<file path="config.mk">
export PLATFORM = sky130hd
export DESIGN_NAME = scintillator_birks_light_yield
export DESIGN_NICKNAME = d
export VERILOG_FILES = /design/src/rtl/sbly_pkg.sv /design/src/rtl/scintillator_birks_light_yield.sv /design/src/rtl/sbly_dp.sv /design/src/rtl/sbly_ctrl.sv
export SDC_FILE = /design/constraint.sdc
export NUM_CORES = 2
export LEC_CHECK = 0
export BUFFER_PORTS_ARGS = -buffer_cell sky130_fd_sc_hd__buf_4
export CAP_MARGIN = 20
export CORE_ASPECT_RATIO = 1.75
export CORE_UTILIZATION = 25
export CTS_CLUSTER_DIAMETER = 150
export DETAILED_ROUTE_END_ITERATION = 10
export GPL_TIMING_DRIVEN = 0
export PLACE_DENSITY_LB_ADDON = 0.05
export SYNTH_ARGS = -nofsm -noshare
export SYNTH_HDL_FRONTEND = slang
export SYNTH_HIERARCHICAL = 1
export SYNTH_SLANG_ARGS = --single-unit
</file>
<file path="constraint.sdc">
create_clock -name clk -period 8.5 [get_ports clk]
set_input_delay 0.425 -clock clk [delete_from_list [all_inputs] [get_ports clk]]
set_output_delay 0.425 -clock clk [all_outputs]
set_load 0.02 [all_outputs]
</file>
<file path="src/rtl/sbly_pkg.sv">
// ----------------------------------------------------------------------------
// sbly_pkg
// Shared types and constants for the Birks light yield block.
// ----------------------------------------------------------------------------
package sbly_pkg;

  // Width of the running energy and light sums
  localparam int SUM_WIDTH = 40;
  localparam int OUT_W     = 40;

  // Datapath widths
  localparam int D_W   = 42;   // dE/dx quotient, edep*2^16 / (100*step) < 2^42
  localparam int U_W   = 50;   // c2*D / 2^40 < 2^50
  localparam int ACC_W = 92;   // widest product, u*D < 2^92

  // Divider iteration counts (remainder preloaded with leading dividend bits)
  localparam int DIV1_ITER = 42;
  localparam int DIV2_ITER = 32;
  localparam int MUL_STEPS = 4;  // 2x2 partial products of 32x32
  localparam int CNT_W     = 6;

  localparam logic [63:0] ONE_Q24 = 64'd16777216;

  // Configuration register indexes and reset values
  localparam logic [1:0] REG_C1  = 2'd0;
  localparam logic [1:0] REG_C1H = 2'd1;
  localparam logic [1:0] REG_C2  = 2'd2;

  localparam logic [31:0] C1_RESET  = 32'd211340;
  localparam logic [31:0] C1H_RESET = 32'd120766;
  localparam logic [47:0] C2_RESET  = 48'd2537183070;

  // Multiply operand select
  typedef enum logic [1:0] {
    MOP_C1,
    MOP_C2,
    MOP_U
  } mul_op_t;

  // Controller to datapath commands
  typedef struct packed {
    logic    load;        // take the input item
    logic    div_step;    // one radix-2 divider iteration
    logic    mul_pp;      // form one partial product
    logic    mul_clr;     // clear the product accumulator
    logic    mul_acc;     // add the registered partial product
    logic    mul_wb;      // write back the finished product
    mul_op_t mul_op;
    logic [1:0] mul_idx;
    logic    div2_load;   // preload divider for the light quotient
    logic    light_add;   // add quotient to the light sum
    logic    emit;        // load the output register
  } dp_cmd_t;

  // Datapath to controller status
  typedef struct packed {
    logic light_go;   // input item is charged and has nonzero length
    logic emit_req;   // leaving step with nonzero energy sum
  } dp_sts_t;

endpackage

</file>
<file path="src/rtl/scintillator_birks_light_yield.sv">
// ----------------------------------------------------------------------------
// scintillator_birks_light_yield: Birks-quenched light yield per step.
// Charged step of nonzero length: a radix-2 divider (42 + 32 iterations) and
// three 4-product multiplies; other steps go straight to finish. A step with
// a point to emit waits in finish while an earlier point is still held.
// Sync active-low reset: sums, track number cleared, coefficients at defaults.
// ----------------------------------------------------------------------------
module scintillator_birks_light_yield import sbly_pkg::*; (
  input  logic                 clk,
  input  logic                 rst_n,
  // configuration write port
  input  logic                 cfg_wr_en,
  input  logic [1:0]           cfg_index,
  input  logic [47:0]          cfg_data,
  // step items in
  input  logic                 in_valid,
  output logic                 in_ready,
  input  logic [31:0]          in_edep_ev,
  input  logic [31:0]          in_step_um,
  input  logic signed [7:0]    in_charge,
  input  logic [23:0]          in_track_id,
  input  logic                 in_entering,
  input  logic                 in_leaving,
  // point items out
  output logic                 out_valid,
  input  logic                 out_ready,
  output logic [23:0]          out_point_track,
  output logic [OUT_W-1:0]     out_point_energy_ev,
  output logic [OUT_W-1:0]     out_point_light_ev
);

  // Flow for one charged step:
  //   accept      : energy sum updated (cleared first on entering), divider
  //                 preloaded with edep*2^16 / (100*step)
  //   divide      : dE/dx quotient D
  //   multiply    : t1 = c1*D, u = c2*D, t2 = u*D, each as four 32x32
  //                 partial products with a registered product stage
  //   divide light: light = edep*2^24 / (2^24 + t1/2^16 + t2/2^16)
  //   accumulate  : saturating add into the light sum
  //   finish      : a leaving step with nonzero energy loads the output
  //                 register; it waits there only while a previous point
  //                 is still unaccepted.
  // Neutral or zero-length steps skip straight to finish.
  // The output register lets the next step be accepted while a point waits.

  dp_cmd_t cmd;
  dp_sts_t sts;

  sbly_ctrl u_ctrl (
    .clk       (clk),
    .rst_n     (rst_n),
    .in_valid  (in_valid),
    .in_ready  (in_ready),
    .out_valid (out_valid),
    .out_ready (out_ready),
    .sts       (sts),
    .cmd       (cmd)
  );

  sbly_dp u_dp (
    .clk                 (clk),
    .rst_n               (rst_n),
    .cfg_wr_en           (cfg_wr_en),
    .cfg_index           (cfg_index),
    .cfg_data            (cfg_data),
    .in_edep_ev          (in_edep_ev),
    .in_step_um          (in_step_um),
    .in_charge           (in_charge),
    .in_track_id         (in_track_id),
    .in_entering         (in_entering),
    .in_leaving          (in_leaving),
    .cmd                 (cmd),
    .sts                 (sts),
    .out_point_track     (out_point_track),
    .out_point_energy_ev (out_point_energy_ev),
    .out_point_light_ev  (out_point_light_ev)
  );

`ifndef NO_ASSERTIONS
  // a point is only produced for a leaving step with energy
  a_emit_req: assert property (@(posedge clk) disable iff (!rst_n)
    cmd.emit |-> sts.emit_req)
    else $error("point emitted without a pending request");

  // output register never overwritten while a point is still held
  a_emit_free: assert property (@(posedge clk) disable iff (!rst_n)
    cmd.emit |-> (!out_valid || out_ready))
    else $error("output register overwritten");

  // item loaded into the datapath only on an input handshake
  a_load_hs: assert property (@(posedge clk) disable iff (!rst_n)
    cmd.load |-> (in_valid && in_ready))
    else $error("datapath load without input handshake");

  // no new item while the divider is busy
  a_div_busy: assert property (@(posedge clk) disable iff (!rst_n)
    cmd.div_step |-> !in_ready)
    else $error("input ready during divide");
`endif

endmodule

</file>
<file path="src/rtl/sbly_dp.sv">
// ----------------------------------------------------------------------------
// sbly_dp
// Datapath: config registers, sums, shared divider and partial product MAC.
// ----------------------------------------------------------------------------
module sbly_dp import sbly_pkg::*; (
  input  logic                 clk,
  input  logic                 rst_n,
  input  logic                 cfg_wr_en,
  input  logic [1:0]           cfg_index,
  input  logic [47:0]          cfg_data,
  input  logic [31:0]          in_edep_ev,
  input  logic [31:0]          in_step_um,
  input  logic signed [7:0]    in_charge,
  input  logic [23:0]          in_track_id,
  input  logic                 in_entering,
  input  logic                 in_leaving,
  input  dp_cmd_t              cmd,
  output dp_sts_t              sts,
  output logic [23:0]          out_point_track,
  output logic [OUT_W-1:0]     out_point_energy_ev,
  output logic [OUT_W-1:0]     out_point_light_ev
);

  logic [31:0]          c1_r, c1_nxt;
  logic [31:0]          c1h_r, c1h_nxt;
  logic [47:0]          c2_r, c2_nxt;
  logic [23:0]          held_track_r, held_track_nxt;
  logic [SUM_WIDTH-1:0] energy_sum_r, energy_sum_nxt;
  logic [SUM_WIDTH-1:0] light_sum_r, light_sum_nxt;

  logic [31:0]          edep_r, edep_nxt;
  logic                 high_r, high_nxt;
  logic                 leave_r, leave_nxt;
  logic [63:0]          rem_r, rem_nxt;
  logic [63:0]          q_r, q_nxt;
  logic [63:0]          div_r, div_nxt;
  logic [63:0]          pp_r, pp_nxt;
  logic [1:0]           wgt_r, wgt_nxt;
  logic [ACC_W-1:0]     acc_r, acc_nxt;
  logic [U_W-1:0]       u_r, u_nxt;
  logic [63:0]          den_r, den_nxt;
  logic [23:0]          otrk_r, otrk_nxt;
  logic [OUT_W-1:0]     oen_r, oen_nxt;
  logic [OUT_W-1:0]     olt_r, olt_nxt;

  logic [SUM_WIDTH-1:0] e_base;
  logic [SUM_WIDTH:0]   e_add;
  logic [SUM_WIDTH:0]   l_add;
  logic [64:0]          div_sh;
  logic [65:0]          div_diff;
  logic [U_W-1:0]       a_op;
  logic [31:0]          a_ch;
  logic [31:0]          b_ch;
  logic [ACC_W-1:0]     pp_sh;
  logic [63:0]          t2_sat;
  logic [64:0]          den_sum;
  logic [63:0]          step_x100;

  // energy sum with optional clear on entering, saturating
  assign e_base   = in_entering ? '0 : energy_sum_r;
  assign e_add    = {1'b0, e_base} + (SUM_WIDTH+1)'(in_edep_ev);
  assign l_add    = {1'b0, light_sum_r} + (SUM_WIDTH+1)'(q_r[31:0]);

  // step * 100 by shift-add
  assign step_x100 = (64'(in_step_um) << 6) + (64'(in_step_um) << 5)
                   + (64'(in_step_um) << 2);

  // restoring divider trial
  assign div_sh   = {rem_r, q_r[63]};
  assign div_diff = {1'b0, div_sh} - {2'b00, div_r};

  // multiplier operands: quotient D sits in q_r after the first divide
  always_comb begin
    case (cmd.mul_op)
      MOP_C1:  a_op = U_W'(high_r ? c1h_r : c1_r);
      MOP_C2:  a_op = U_W'(c2_r);
      MOP_U:   a_op = u_r;
      default: a_op = '0;
    endcase
  end

  assign a_ch = cmd.mul_idx[1] ? 32'(a_op[U_W-1:32]) : a_op[31:0];
  assign b_ch = cmd.mul_idx[0] ? 32'(q_r[D_W-1:32]) : q_r[31:0];

  always_comb begin
    case (wgt_r)
      2'd0:    pp_sh = ACC_W'(pp_r);
      2'd1:    pp_sh = ACC_W'(pp_r) << 32;
      default: pp_sh = ACC_W'(pp_r) << 64;
    endcase
  end

  // t2 = u*D / 2^16 saturates at 64 bits
  assign t2_sat  = (|acc_r[ACC_W-1:80]) ? '1 : acc_r[79:16];
  assign den_sum = {1'b0, den_r} + {1'b0, t2_sat};

  assign sts.light_go = (in_charge != 8'sd0) && (in_step_um != 32'd0);
  assign sts.emit_req = leave_r && (energy_sum_r != '0);

  always_comb begin
    c1_nxt         = c1_r;
    c1h_nxt        = c1h_r;
    c2_nxt         = c2_r;
    held_track_nxt = held_track_r;
    energy_sum_nxt = energy_sum_r;
    light_sum_nxt  = light_sum_r;
    edep_nxt       = edep_r;
    high_nxt       = high_r;
    leave_nxt      = leave_r;
    rem_nxt        = rem_r;
    q_nxt          = q_r;
    div_nxt        = div_r;
    pp_nxt         = pp_r;
    wgt_nxt        = wgt_r;
    acc_nxt        = acc_r;
    u_nxt          = u_r;
    den_nxt        = den_r;
    otrk_nxt       = otrk_r;
    oen_nxt        = oen_r;
    olt_nxt        = olt_r;

    if (cfg_wr_en) begin
      case (cfg_index)
        REG_C1:  c1_nxt  = cfg_data[31:0];
        REG_C1H: c1h_nxt = cfg_data[31:0];
        REG_C2:  c2_nxt  = cfg_data;
        default: ;
      endcase
    end

    if (cmd.load) begin
      energy_sum_nxt = e_add[SUM_WIDTH] ? '1 : e_add[SUM_WIDTH-1:0];
      if (in_entering) begin
        light_sum_nxt  = '0;
        held_track_nxt = in_track_id;
      end
      edep_nxt  = in_edep_ev;
      high_nxt  = !((in_charge == 8'sd1) || (in_charge == -8'sd1));
      leave_nxt = in_leaving;
      // top 6 dividend bits are below any divisor of at least 100
      rem_nxt   = 64'(in_edep_ev[31:26]);
      q_nxt     = {in_edep_ev[25:0], 38'd0};
      div_nxt   = step_x100;
    end

    if (cmd.div_step) begin
      rem_nxt = div_diff[65] ? div_sh[63:0] : div_diff[63:0];
      q_nxt   = {q_r[62:0], ~div_diff[65]};
    end

    if (cmd.mul_pp) begin
      pp_nxt  = a_ch * b_ch;
      wgt_nxt = 2'(cmd.mul_idx[1]) + 2'(cmd.mul_idx[0]);
    end

    if (cmd.mul_clr) begin
      acc_nxt = '0;
    end else if (cmd.mul_acc) begin
      acc_nxt = acc_r + pp_sh;
    end

    if (cmd.mul_wb) begin
      case (cmd.mul_op)
        MOP_C1:  den_nxt = ONE_Q24 + 64'(acc_r[73:16]);
        MOP_C2:  u_nxt   = acc_r[89:40];
        MOP_U:   den_nxt = den_sum[64] ? '1 : den_sum[63:0];
        default: ;
      endcase
    end

    if (cmd.div2_load) begin
      // den >= 2^24, so the top 24 dividend bits go straight in
      rem_nxt = 64'(edep_r[31:8]);
      q_nxt   = {edep_r[7:0], 56'd0};
      div_nxt = den_r;
    end

    if (cmd.light_add) begin
      light_sum_nxt = l_add[SUM_WIDTH] ? '1 : l_add[SUM_WIDTH-1:0];
    end

    if (cmd.emit) begin
      otrk_nxt = held_track_r;
      oen_nxt  = OUT_W'(energy_sum_r);
      olt_nxt  = OUT_W'(light_sum_r);
    end
  end

  always_ff @(posedge clk) begin
    if (!rst_n) begin
      c1_r         <= C1_RESET;
      c1h_r        <= C1H_RESET;
      c2_r         <= C2_RESET;
      held_track_r <= '0;
      energy_sum_r <= '0;
      light_sum_r  <= '0;
    end else begin
      c1_r         <= c1_nxt;
      c1h_r        <= c1h_nxt;
      c2_r         <= c2_nxt;
      held_track_r <= held_track_nxt;
      energy_sum_r <= energy_sum_nxt;
      light_sum_r  <= light_sum_nxt;
    end
  end

  always_ff @(posedge clk) begin
    edep_r  <= edep_nxt;
    high_r  <= high_nxt;
    leave_r <= leave_nxt;
    rem_r   <= rem_nxt;
    q_r     <= q_nxt;
    div_r   <= div_nxt;
    pp_r    <= pp_nxt;
    wgt_r   <= wgt_nxt;
    acc_r   <= acc_nxt;
    u_r     <= u_nxt;
    den_r   <= den_nxt;
    otrk_r  <= otrk_nxt;
    oen_r   <= oen_nxt;
    olt_r   <= olt_nxt;
  end

  assign out_point_track     = otrk_r;
  assign out_point_energy_ev = oen_r;
  assign out_point_light_ev  = olt_r;

endmodule

</file>
<file path="src/rtl/sbly_ctrl.sv">
// ----------------------------------------------------------------------------
// sbly_ctrl
// Sequencer for divides and multiplies, input and output handshakes.
// ----------------------------------------------------------------------------
module sbly_ctrl import sbly_pkg::*; (
  input  logic    clk,
  input  logic    rst_n,
  input  logic    in_valid,
  output logic    in_ready,
  output logic    out_valid,
  input  logic    out_ready,
  input  dp_sts_t sts,
  output dp_cmd_t cmd
);

  typedef enum logic [2:0] {
    S_IDLE,
    S_DIV1,
    S_MUL,
    S_MWB,
    S_DIV2_LD,
    S_DIV2,
    S_LIGHT,
    S_FINISH
  } state_t;

  state_t           state_r, state_nxt;
  logic [CNT_W-1:0] cnt_r, cnt_nxt;
  mul_op_t          op_r, op_nxt;
  logic             out_valid_r, out_valid_nxt;

  assign in_ready  = (state_r == S_IDLE);
  assign out_valid = out_valid_r;

  always_comb begin
    state_nxt     = state_r;
    cnt_nxt       = cnt_r;
    op_nxt        = op_r;
    out_valid_nxt = out_valid_r && !out_ready;
    cmd           = '0;
    cmd.mul_op    = op_r;
    cmd.mul_idx   = cnt_r[1:0];

    case (state_r)
      S_IDLE: begin
        if (in_valid) begin
          cmd.load  = 1'b1;
          cnt_nxt   = '0;
          state_nxt = sts.light_go ? S_DIV1 : S_FINISH;
        end
      end
      S_DIV1: begin
        cmd.div_step = 1'b1;
        cnt_nxt      = cnt_r + 1'b1;
        if (cnt_r == CNT_W'(DIV1_ITER - 1)) begin
          cnt_nxt   = '0;
          op_nxt    = MOP_C1;
          state_nxt = S_MUL;
        end
      end
      S_MUL: begin
        cmd.mul_pp  = (cnt_r < CNT_W'(MUL_STEPS));
        cmd.mul_clr = (cnt_r == '0);
        cmd.mul_acc = (cnt_r != '0);
        cnt_nxt     = cnt_r + 1'b1;
        if (cnt_r == CNT_W'(MUL_STEPS)) begin
          state_nxt = S_MWB;
        end
      end
      S_MWB: begin
        cmd.mul_wb = 1'b1;
        cnt_nxt    = '0;
        case (op_r)
          MOP_C1: begin
            op_nxt    = MOP_C2;
            state_nxt = S_MUL;
          end
          MOP_C2: begin
            op_nxt    = MOP_U;
            state_nxt = S_MUL;
          end
          default: begin
            state_nxt = S_DIV2_LD;
          end
        endcase
      end
      S_DIV2_LD: begin
        cmd.div2_load = 1'b1;
        cnt_nxt       = '0;
        state_nxt     = S_DIV2;
      end
      S_DIV2: begin
        cmd.div_step = 1'b1;
        cnt_nxt      = cnt_r + 1'b1;
        if (cnt_r == CNT_W'(DIV2_ITER - 1)) begin
          state_nxt = S_LIGHT;
        end
      end
      S_LIGHT: begin
        cmd.light_add = 1'b1;
        state_nxt     = S_FINISH;
      end
      S_FINISH: begin
        if (!sts.emit_req) begin
          state_nxt = S_IDLE;
        end else if (!out_valid_r || out_ready) begin
          cmd.emit      = 1'b1;
          out_valid_nxt = 1'b1;
          state_nxt     = S_IDLE;
        end
      end
      default: begin
        state_nxt = S_IDLE;
      end
    endcase
  end

  always_ff @(posedge clk) begin
    if (!rst_n) begin
      state_r     <= S_IDLE;
      cnt_r       <= '0;
      op_r        <= MOP_C1;
      out_valid_r <= 1'b0;
    end else begin
      state_r     <= state_nxt;
      cnt_r       <= cnt_nxt;
      op_r        <= op_nxt;
      out_valid_r <= out_valid_nxt;
    end
  end

endmodule
</file>
**Yosys cells after proc, flatten, opt, wreduce, memory -nomap -nowiden**

Cells that the tools add are included.

- Add/sub/neg operators: 10
- $mul: 1
- Order comparisons: 1
- Equality and inequality tests: 23
- Mux-type cells: 51
- Bitwise operators: 1
- Reductions and logical operators: 40

Operators with widths:

| operator | number |
|---|---|
| two-way mux 64 bit | 10 |
| two-way mux 40 bit | 6 |
| one-hot mux 92 bit (2 select lines) | 1 |
| one-hot mux 50 bit (3 select lines) | 1 |
| one-hot mux 64 bit (2 select lines) | 1 |
| two-way mux 32 bit | 3 |
| adder 92 bit | 1 |
| adder 40 x 32 -> 41 bit | 2 |
| subtractor 65 x 64 -> 66 bit | 1 |
| adder 64 x 64 -> 65 bit | 1 |
| adder 64 x 34 -> 64 bit | 1 |
| multiplier 32 x 32 -> 64 bit | 1 |
| adder 25 x 58 -> 59 bit, first input constant | 1 |
| nonzero test 40 bit | 1 |
| adder 38 x 37 -> 39 bit | 1 |
| nonzero test 32 bit | 1 |
| two-way mux 3 bit | 9 |
| two-way mux 24 bit | 1 |
| one-hot mux 3 bit (8 select lines) | 1 |
| one-hot mux 6 bit (4 select lines) | 1 |
| AND reduction 2 bit | 8 |
| equality test 3 bit, second input constant | 4 |
| two-way mux 1 bit | 12 |
| two-way mux 6 bit | 2 |
| other kinds (34) | 56 |

- Flip-flop bits (word level): 830
- Bits of input ports: 153
- Output and inout bits: 106
- Word-level logic and storage cells: 153

**Longest topological paths before layout**

- Depth in word-level cells: 5
- Gate-level depth with buffers: 40
- Mapped depth without buffers: 35

**By module**

Netlist, hierarchy kept.

Modules (own cells, without submodules):

| module | instances | cells an instance | area an instance (um^2) | seq. area each (um^2) |
|---|---|---|---|---|
| sbly_dp | 1 | 9,417 | 83,475.1 | 20,519.7 |
| sbly_ctrl | 1 | 118 | 898.4 | 240.2 |

**Worst setup path before layout**

Ideal clock, no wire load.

- Path kind: register to register
- Start: register u_ctrl.op_r[0]
- End: register u_dp.pp_r[63], data pin
- Library setup time: 0.260 ns
- Data arrival time: 8.780 ns
- Data required time: 8.240 ns
- Setup slack: -0.540 ns
- Stages on the path, launching flop included: 34
- Period minus slack after synthesis: 9.040 ns
- Cells stage by stage: dfxtp_1 -> clkbuf_1 -> nor2b_1 -> clkbuf_1 -> buf_1 -> nand2_1 -> a21oi_1 -> clkbuf_1 -> nand2_1 -> fa_1 -> fa_1 -> fa_1 -> fa_1 -> inv_1 -> fa_1 -> fa_1 -> fa_1 -> inv_1 -> fa_1 -> inv_1 -> ha_1 -> clkbuf_1 -> a21o_1 -> a21oi_1 -> inv_1 -> a21oi_1 -> o21ai_0 -> a21o_1 -> or4_1 -> a31oi_1 -> a21boi_1 -> a41o_1 -> a21oi_1 -> xnor2_1

- Longest elaborated chain between the ends: 4

RTL lines:

| element | RTL line | text |
|---|---|---|
| start, declared | sbly_ctrl.sv:29 | `mul_op_t op_r, op_nxt;` |
| start signal, assigned | sbly_ctrl.sv:127 | `op_r <= op_nxt;` |
| equality test 2 bit (tied with other cells) | sbly_dp.sv:74 | `case (cmd.mul_op)` |
| one-hot mux 50 bit (3 select lines) * | sbly_dp.sv:74 |  |
| two-way mux 32 bit * | sbly_dp.sv:82 | `assign a_ch = cmd.mul_idx[1] ? 32'(a_op[U_W-1:32]) : a_op[31:0];` |
| multiplier 32 x 32 -> 64 bit * | sbly_dp.sv:152 | `pp_nxt = a_ch * b_ch;` |
| end signal, assigned | sbly_dp.sv:214 | `pp_r <= pp_nxt;` |
| end, declared | sbly_dp.sv:37 | `logic [63:0] pp_r, pp_nxt;` |

Every way passes the cells marked *; elsewhere a longest branch is shown, timed or not.
A chain may end at the register's enable or synchronous reset.

**Final worst setup path**

- Start: register u_dp.high_r
- End: register u_dp.pp_r[63], data pin

- Longest elaborated chain between the ends: 4

RTL lines:

| element | RTL line | text |
|---|---|---|
| start, declared | sbly_dp.sv:32 | `logic high_r, high_nxt;` |
| start signal, assigned | sbly_dp.sv:209 | `high_r <= high_nxt;` |
| two-way mux 32 bit | sbly_dp.sv:75 | `MOP_C1: a_op = U_W'(high_r ? c1h_r : c1_r);` |
| one-hot mux 50 bit (3 select lines) | sbly_dp.sv:74 |  |
| two-way mux 32 bit | sbly_dp.sv:82 |  |
| multiplier 32 x 32 -> 64 bit | sbly_dp.sv:152 |  |

No other way between the ends.

==> results summary <==
The library cell used most frequently in the layout, excluding fill and tap cells, is sky130_fd_sc_hd__nand2_1. The die is 441 microns wide. The startpoint identified for the worst hold timing path is cfg_index[1]. The worst slew margin relative to its limit is 22.1%.

The buffer cell driving the clock tree root is sky130_fd_sc_hd__clkbuf_16. The total number of yosys warnings came out at 6. The largest single stage delay on the critical path is 0.67 ns. The number of hold-slack violations in the final timing report came out at 0. The post-detailed-route count of antenna-violating nets is 0. The post-layout utilization of the core is 30.6%. Input and output buffers added on the ports amount to 258. Summed over all layers, the global routing overflow is 0.

The flow ran to the end, but the final reports show violations. Dividing the detail-routed via count by the number of cells gives 4.97. The startpoint identified for the worst register-to-register timing path is u_dp/high_r$_DFFE_PP_.

By area, the combinational part of the netlist is dominated by adder cells. The clock-pin transition on the worst setup and hold timing paths came out at 0.06 ns. Of all cell types, the one taking the most synthesized area is sky130_fd_sc_hd__fa_1. Entering global routing, the biggest net connects 62 pins.

The number of filler cells placed in the layout is 35700. The combined area of the multi-input logic cells came out at 0.0595 sq mm. Of all flip-flops after synthesis, the portion carrying an async set or reset was 0%. The number of top-level pins came out at 259. The proportion of synthesized area in mux cells is 2.00%. For this run, the leading register cell type out of synthesis is sky130_fd_sc_hd__dfxtp_1.

The min-delay analysis places its worst path in the category input pin to flop. The final weighted congestion in routability-driven placement came out at 0.973. The detailed router placed 73100 vias in this run.

The data arrival time at the worst-slack endpoint is 9.94 ns. The post-synthesis cell area came out at 0.0844 sq mm. The top cell types in the final layout, fill and taps aside, are sky130_fd_sc_hd__nand2_1 (1134), sky130_fd_sc_hd__inv_1 (1045), sky130_fd_sc_hd__nor2_1 (984). The final cell count without fillers came out at 14700. The initial standard-cell utilization of the core is 25.2%. The half-perimeter wire length of the detailed placement result is 376 mm. The first global-routing pass estimated 611 mm of wire. The final setup violation count is 36. In this run, synthesis inferred 414 flip-flops with an integrated enable.

For this design, the slowest cell found on the critical path is sky130_fd_sc_hd__fa_2. The critical path is of the flop to flop type. Clock tree synthesis inserted a total of 96 buffers.

In this run the worst path has a maximum fanout of 8. The area of the core came out at 0.335 sq mm. In this run the worst setup path begins at u_dp/high_r$_DFFE_PP_. The final-stage net count came out at 11900. The site row count is 281. The worst path setup slack after routing came out at -0.944 ns.

The number of synthesized register bits is 830. The netlist uses 120 different library cells. The fmax came out at 0.106 GHz.

By instance count, the cell type seen most on the critical path is sky130_fd_sc_hd__fa_1. The total power consumption of the routed design came out at 24.0 mW. STA classifies the critical path endpoint as a flop. The max-slew violation count was 0.

The endpoint required time on the critical path came out at 8.99 ns. The part of the cycle the worst path needs is 111%. The number of clock sinks seen by CTS is 830.

The initial antenna violation count came to 20. The startpoint type of the worst setup path is a flop. The vertical die dimension came out at 771 microns.

The share of the Yosys chip area taken by registers is 24.6%. The share of the synthesized area in compound gates (AO/OA/AOI/OAI) came out at 15.4%. The share of cells above drive strength 1 came out at 13.6%.

The clock skew came out at 0.0661 ns. The total leakage power came out at 44.6 nW. The combined flip-flop and latch cell area is 0.0208 sq mm. The routed design has 447 mm of wire. The clock period minus final worst setup slack came out at 9.44 ns. The final reports fail on setup timing.

The number of cells after detailed placement came out at 14300. The worst slack after detailed placement is -4.03 ns. By area the synthesized netlist is led by sky130_fd_sc_hd__fa_1 (22%), sky130_fd_sc_hd__edfxtp_1 (15%), sky130_fd_sc_hd__dfxtp_1 (9.9%), sky130_fd_sc_hd__ha_1 (8.9%), sky130_fd_sc_hd__nand2_1 (5.1%). For the pin with the worst max-slew slack, the measured transition is 1.17 ns.

The peak supply drop is 0.000163 V. The global-route usage over all layers came out at 25.9%. In this run the mean area of a mapped cell was 8.85 sq um. In the final routed layout, each cell accounts on average for 30.3 microns. The clock tree from TritonCTS is built.

The clock latency on the worst-skew pair is 0.79 ns. The first-pass iteration count of the detailed router came out at 6. For this design the ratio of total power to cell area is 234 mW/mm^2.

Setup repair after global routing could not meet its margin everywhere. The number of nets produced by synthesis came out at 11200. The fraction of post-synthesis cell area in the top cell type by area came out at 22.1%.

The minimum setup slack among reg-to-reg paths came out at -0.94 ns. The number of levels the H-tree was split into is 3. The initial DRC count is 4627. The number of maximum-capacitance violations is 0. The relative area change from synthesis to final layout is 21.5%.

The synthesized netlist devotes 31.0% of its cell area to adder and majority cells. The worst-case clock buffer depth is 3. Synthesis handed over a netlist of 9535 instances. The number of DRC violations after detailed routing is 0. The share of the synthesized netlist area taken by xor and xnor gates came out at 3.98%.

The synthesized-area fraction occupied by and/or/nand/nor cells came out at 15.7%. The die covers 0.340 sq mm. The number of global-route vias before repair came out at 78600.
## power by group
part | internal, mW | switching [mW] | total, mW
Sequential | 5.25 | 1.01 | 6.26
Combinational | 4.72 | 8.71 | 13.4
Clock | 2.36 | 1.99 | 4.35
## worst paths after layout
check                                       endpoint  cells after the start
setup / recovery             u_dp/pp_r[63]$_DFFE_PP_                     28
hold / removal             u_dp/c1_r[0]$_SDFFE_PN0P_                      4
hold reg to reg   u_dp/out_point_track[23]$_DFFE_PP_                      0
setup reg to reg             u_dp/pp_r[63]$_DFFE_PP_                     28
## stage by stage
step / instance area [sq um] / hold slack [ns] / TNS, ns
final: 103000 / 0.0673 / -18.46
after global routing: 103000 / 0.0959 / -23.47
after CTS: 102000 / 0.0398 / -16.12
after detailed placement: 93400 / 0.416 / -125.53
after global placement: 91900 / 0.411 / -213.53
after floorplan: 84500 / 0.408 / 0
## layer usage
metal / vias up / global-route usage [%] / part of all wire [%]
met1: 37000 / 24.2 / 32
met4: 2 / 21.1 / 9.8
met3: 925 / 2.38 / 3.0
met2: 1945 / 50.3 / 55
li1: 33300 / - / -
met5: - / 0 / 0.0025
## cells by family (layout without fill, tap and decap cells)
| family | after synthesis | after routing |
|---|---|---|
| compound gates | 2025 | 2025 |
| xor+xnor | 383 | 383 |
| other cells | 0 | 22 |
| mux | 167 | 167 |
| fa+ha+maj | 1533 | 1533 |
| flops | 830 | 830 |
| buf+inv | 1613 | 2388 |
| simple gates | 2984 | 2984 |
## timing repair
action | CTS | global route
endpoints found under the setup margin | 54 | 41
setup buffers | 130 | 45
cloned | 3 | 0
hold buffers | 110 | 0
hold endpoints to repair | 174 | 0
resized for setup | 733 | 136
pin swaps | 146 | 110
## synthesized netlist by cell type (175+ instances only)
master and n:
sky130_fd_sc_hd__edfxtp_1 414, sky130_fd_sc_hd__dfxtp_1 416, sky130_fd_sc_hd__ha_1 603, sky130_fd_sc_hd__inv_1 1073, sky130_fd_sc_hd__xor2_1 175, sky130_fd_sc_hd__nor2_1 1012
sky130_fd_sc_hd__a21oi_1 627, sky130_fd_sc_hd__o21ai_0 404, sky130_fd_sc_hd__nand2_1 1138, sky130_fd_sc_hd__clkbuf_1 455, sky130_fd_sc_hd__xnor2_1 208, sky130_fd_sc_hd__a21o_1 273
sky130_fd_sc_hd__fa_1 930
## critical path: cells and delay by family (launching register included)
| family | cells | cell delay [ns] |
|---|---|---|
| fa+ha+maj | 9 | 4.74 |
| compound gates | 7 | 1.73 |
| mux | 1 | 0.21 |
| xor+xnor | 1 | 0.16 |
| flops | 1 | 0.41 |
| simple gates | 6 | 1.05 |
| buf+inv | 4 | 0.82 |
## flip-flops by register name, summed over array words and instances (netlist names), 48 cells and up
name	count
u_dp/q_r	64
u_dp/div_r	64
u_dp/c2_r	48
u_dp/u_r	50
u_dp/acc_r	92
u_dp/rem_r	64
u_dp/pp_r	64
u_dp/den_r	64
## layout make-up
class | count | share of cell area (%)
flip-flops and latches | 830 | 20.3
diodes | 22 | 0.0537
clock buffers | 121 | 2.46
clock inverters | 60 | 0.650
well taps | 4386 | 5.35
inverters | 1074 | 3.95
plain buffers | 503 | 3.19
repair buffers | 630 | 6.09
multi-input cells | 7092 | 58.0
No activity file was read; power rests on OpenSTA's default activity.
